File: src/hw/rtl/min_max_normalize_16_to_8_macros.svh
// Assertion macros shared by the min/max normaliser RTL.
// Needs nothing else; included by modules that carry assertions.
`ifndef MIN_MAX_NORMALIZE_16_TO_8_MACROS_SVH
`define MIN_MAX_NORMALIZE_16_TO_8_MACROS_SVH

// Same-cycle implication, disabled while reset is asserted.
`define MMN_ASSERT_NOW(lbl, clk, rst_n, ante, cons, msg) \
	lbl: assert property (@(posedge clk) disable iff (!rst_n) (ante) |-> (cons)) \
		else $error(msg);

// Next-cycle implication, disabled while reset is asserted.
`define MMN_ASSERT_NEXT(lbl, clk, rst_n, ante, cons, msg) \
	lbl: assert property (@(posedge clk) disable iff (!rst_n) (ante) |=> (cons)) \
		else $error(msg);

`endif

File: src/hw/rtl/mmn_pkg.sv
// Shared types and constants for the min/max normaliser.
// No dependencies; imported by every module of the block.
`default_nettype none

package mmn_pkg;

	localparam int MAX_VOXELS = 4096;
	localparam int ADDR_W     = $clog2(MAX_VOXELS);
	localparam int CNT_W      = $clog2(MAX_VOXELS + 1);
	localparam int VOX_W      = 16;
	localparam int RES_W      = 8;
	localparam int NUM_W      = VOX_W + RES_W;
	localparam int DIV_STEPS  = RES_W;
	localparam int DIV_CNT_W  = $clog2(DIV_STEPS + 2);
	localparam logic [DIV_CNT_W-1:0] DIV_LAST = DIV_CNT_W'(DIV_STEPS + 1);

	typedef enum logic [1:0] {
		MODE_LOAD  = 2'd0,
		MODE_EMIT  = 2'd1,
		MODE_CLEAR = 2'd2
	} mode_t;

	localparam logic [1:0] STAT_OK      = 2'd0;
	localparam logic [1:0] STAT_EMPTY   = 2'd1;
	localparam logic [1:0] STAT_DONE    = 2'd2;
	localparam logic [1:0] STAT_DROPPED = 2'd3;

	// controller -> datapath
	typedef struct packed {
		logic take;
		logic div_start;
		logic out_load;
	} cmd_t;

	// datapath -> controller
	typedef struct packed {
		logic have_voxel;
		logic div_done;
		logic out_free;
	} sts_t;

endpackage

`default_nettype wire

File: src/hw/rtl/mmn_ctrl.sv
// Controller state machine: input acceptance and emit sequencing.
// Uses mmn_pkg; drives the datapath through cmd_t.
`default_nettype none

module mmn_ctrl import mmn_pkg::*; (
	input  wire logic       clk,
	input  wire logic       arst_n,
	input  wire logic       in_valid,
	input  wire logic [1:0] mode,
	output logic            in_stall,
	input  wire sts_t       sts,
	output cmd_t            cmd
);

	typedef enum logic [3:0] {
		ST_IDLE = 4'b0001,
		ST_CALC = 4'b0010,
		ST_DIV  = 4'b0100,
		ST_FIN  = 4'b1000
	} state_t;

	state_t state_q;
	state_t state_d;
	logic   take;

	assign take     = in_valid && (state_q == ST_IDLE);
	assign in_stall = (state_q != ST_IDLE);

	always_comb begin
		state_d = state_q;
		unique case (state_q)
			ST_IDLE: begin
				if (take && mode == MODE_EMIT) begin
					state_d = sts.have_voxel ? ST_CALC : ST_FIN;
				end
			end
			ST_CALC: state_d = ST_DIV;
			ST_DIV:  if (sts.div_done) state_d = ST_FIN;
			ST_FIN:  if (sts.out_free) state_d = ST_IDLE;
			default: state_d = ST_IDLE;
		endcase
	end

	always_ff @(posedge clk or negedge arst_n) begin
		if (!arst_n) begin
			state_q <= ST_IDLE;
		end else begin
			state_q <= state_d;
		end
	end

	assign cmd.take      = take;
	assign cmd.div_start = (state_q == ST_CALC);
	assign cmd.out_load  = (state_q == ST_FIN) && sts.out_free;

endmodule

`default_nettype wire

File: config.mk
export PLATFORM = sky130hd
export DESIGN_NAME = mmn_ctrl
export DESIGN_NICKNAME = d
export VERILOG_FILES = /design/src/hw/rtl/min_max_normalize_16_to_8_macros.svh /design/src/hw/rtl/mmn_pkg.sv /design/src/hw/rtl/mmn_ctrl.sv
export SDC_FILE = /design/constraint.sdc
export NUM_CORES = 1
export LEC_CHECK = 0
export BUFFER_PORTS_ARGS = -buffer_cell sky130_fd_sc_hd__clkbuf_2
export CAP_MARGIN = 20
export CORE_AREA = 2 2 39 41
export CTS_CLUSTER_DIAMETER = 200
export CTS_CLUSTER_SIZE = 16
export DETAILED_ROUTE_END_ITERATION = 8
export DIE_AREA = 0 0 41 43
export SLEW_MARGIN = 20
export SYNTH_ARGS = -nofsm -noshare
export SYNTH_HDL_FRONTEND = slang
export SYNTH_SLANG_ARGS = --single-unit
File: constraint.sdc
create_clock -name clk -period 1.65 [get_ports clk]
set_input_delay 0.2475 -clock clk [delete_from_list [all_inputs] [get_ports clk]]
set_output_delay 0.2475 -clock clk [all_outputs]
set_load 0.01 [all_outputs]
==> summary.txt <==
Status
  – Status: finished, final reports clean

Worst setup path
  – CP Launch Type: flip-flop
  – Critical path depth: 3
  – Crit path max-delay cell type: nor4b_2
  – Crit path largest cell delay: 0.43 ns
  – Setup CP Type: flip-flop to output pin
  – Crit path arrival time: between 1 and 1.5 ns
  – Reg2Reg Depth: 4
  – Worst R2R Start: state_q[3]$_DFFE_PN0P_
  – Critical-path cell list: buf_4 -> nor4b_2 -> clkbuf_2
  – Reg2reg setup slack: approximately 0.35 ns
  – CP Launch Point: state_q[0]$_DFFE_PN1P_
  – WP buf/inv: 2
  – CP Capture Point: cmd[1]
  – Worst setup EP type: output pin
  – CP max FO: 4
  – Worst reg2reg path endpoint: state_q[3]$_DFFE_PN0P_
  – CP delay by family, top: simple AND/OR/NAND/NOR gates
  – Critical Path RT: approximately 1.4 ns

Final layout
  – Largest registers: state_q: 4 flops
  – Post-layout net count: between 50 and 60
  – Area taken by multi-input logic gates: 165 sq um
  – Fin cells: 62
  – Fill cell count: 148
  – Ant diodes: 0
  – Synth-to-Final Area Change: 46.8%
  – Number of flip-flops in the largest register: 4
  – Share of post-route cells with drive strength above 1: about three fifths
  – Register area: about 100 sq um
  – Most flops, register: state_q
  – Most frequent cells in the layout: 10 x clkbuf_2, 4 x buf_4, 3 x inv_1, 3 x nor2_1, 3 x clkbuf_4
  – Most common cell after layout, fill and taps aside: clkbuf_2

Power
  – Lkg Pwr: 0.223 nW
  – Total power: between 0.0006 and 0.0007 W
  – Total power per unit cell area: about 1500 nW/um^2
  – Worst VDD drop: between 600 and 700 uV

Timing
  – Period utilisation layout: around 100%
  – FMAX: just over 600 MHz
  – Final Hold Viols: 0
  – Setup skew after layout: about 0.0019 ns
  – # setup viols final: 0
  – RSZ-0062 raised after global routing: true
  – Slew Limit Fails: 0
  – Slew headroom: between 70 and 80%
  – Fin Hold WS: 0.238 ns
  – Fin crit period: between 1.5 and 2 ns
  – Setup_tns: 0 ns
  – Actual slew at the worst max-slew pin: between 0.4 and 0.5 ns

GRT
  – Antenna violations before repair: 0
  – Total congestion overflow: 0
  – Total GRT Usage: 8.67%
  – Vias in the first global route: around 250
  – First-pass GRT wire length: about 960 um
  – Pin count of the biggest net entering global routing: 7

Drt
  – Drt wl/cell: approximately 10 um
  – Top layer in use: met3
  – Via-to-Cell Ratio: approximately 4.4
  – Routed wl met2: 333 um
  – Met3 WL post-DR: 42 um
  – First-pass detailed-route iteration total: 1
  – First-iteration detailed-routing DRC count: 0
  – Post-DRT Antenna Nets: 0
  – Drt total wl: around 630 um
  – Vias: 270
  – Wl on met1: around 260 um
  – Drt drc: 0

Hold path
  – Hold Path Class: input pin to flip-flop

Clocking
  – H-tree depth: 1
  – TritonCTS clock tree: yes
  – Clk_lat worst skew: ~0.24 ns
  – Clock Root Buffer: clkbuf_4
  – Max Root-Sink Buffers: 2
  – TritonCTS sink count: 4
  – TritonCTS Buffers: 3
  – Reg clk slew, reported paths: roughly 0.04 ns

Synthesis
  – Syn_area_per_cell: 10.7 sq um
  – Synth cell types: 19
  – Top post-synthesis cells by area: dfrtp_1 26%, nor4b_2 10%, dfstp_2 9.1%
  – Ys Warns: 0
  – Register area share after synthesis: 35.1%
  – Top cell type's share of synthesized area: between 20% and 30%
  – Yosys reg bits: 4
  – Post-Syn Area: between 200 and 300 sq um
  – Mapped Nets: 35
  – Area leader, netlist: dfrtp_1
  – Syn Inst Count: 27

Placement
  – IO buf count: 11
  – Dpl cells: 53
  – Final GP Congestion: just under 0.7
  – Post-DP HPWL: 481 um

Floorplanning
  – Chip height: 43 um
  – Initial Util: between 20% and 30%
  – Placement row count: 14
  – Die area: approximately 1800 sq um
  – Core Box Area: ~1400 sq um
  – Die X: 41 um
  – I/O Pins: 12

Job
  – Max_cap viols: 0
## report_power, final
group / switching [W] / internal, W / leakage (nW) / total [W]
Combinational: 0.000137 / 0.000180 / 0.158 / 0.000317
Clock: 0.0000424 / 0.0000909 / 0.0150 / 0.000133
Sequential: 0.0000373 / 0.000134 / 0.0502 / 0.000172
Total: 0.000216 / 0.000405 / 0.223 / 0.000622
## cells in the mapped netlist
cell / number
a21o_2: 1
a21oi_1: 1
and2_1: 1
and3_1: 1
and3b_1: 1
buf_4: 1
dfrtp_1: 3
dfstp_2: 1
inv_1: 3
inv_2: 1
nand3b_1: 1
nor2_1: 3
nor3b_1: 2
nor4b_2: 2
nor4b_4: 1
o21a_1: 1
o22ai_2: 1
o32ai_2: 1
or3_1: 1
## worst min path at each step
stage	endpoint	start	cells after the start
finish	state_q[3]$_DFFE_PN0P_	sts[0]	2
CTS	state_q[3]$_DFFE_PN0P_	sts[0]	2
global route	state_q[3]$_DFFE_PN0P_	sts[0]	2
global placement	state_q[3]$_DFFE_PN0P_	arst_n	1
detailed placement	state_q[3]$_DFFE_PN0P_	arst_n	1
floorplan	state_q[1]$_DFFE_PN0P_	arst_n	0
## cell families (layout without fill, tap and decap cells)
group / after synthesis / in the layout / share of synthesized area [%]
simple gates: 13 / 13 / 39.8
compound gates: 5 / 5 / 17.3
buf+inv: 5 / 24 / 7.79
flops: 4 / 4 / 35.1
## per-stage QoR
step                      utilization [%]  cell area (sq um)  setup WS, ns
after detailed placement             25.8                357         0.262
after CTS                            28.4                393       0.00415
after global placement               25.8                357         0.276
final                                30.7                424        0.0227
after floorplan                         -                289         0.327
after global routing                 30.7                424       -0.0436
## repair_timing
item / CTS / global route
resized for setup: 0 / 2
endpoints found under the hold margin: 4 / 0
endpoints found under the setup margin: 0 / 3
buffers inserted: 0 / 4
hold buffers: 1 / 0
## metal layers
metal  global-route usage (%)  vias to the layer above
met5                        0                        -
met3                     4.71                        0
met4                     6.00                        0
met2                     12.2                       11
met1                     9.45                      126
li1                         -                      133
## final cells by class
type | count | share of cell area [%]
multi-input cells | 18 | 38.9
flip-flops and latches | 4 | 24.2
well taps | 16 | 4.72
clock buffers | 4 | 6.19
repair buffers | 16 | 22.4
inverters | 4 | 3.54
No activity file was read; power rests on OpenSTA's default activity.
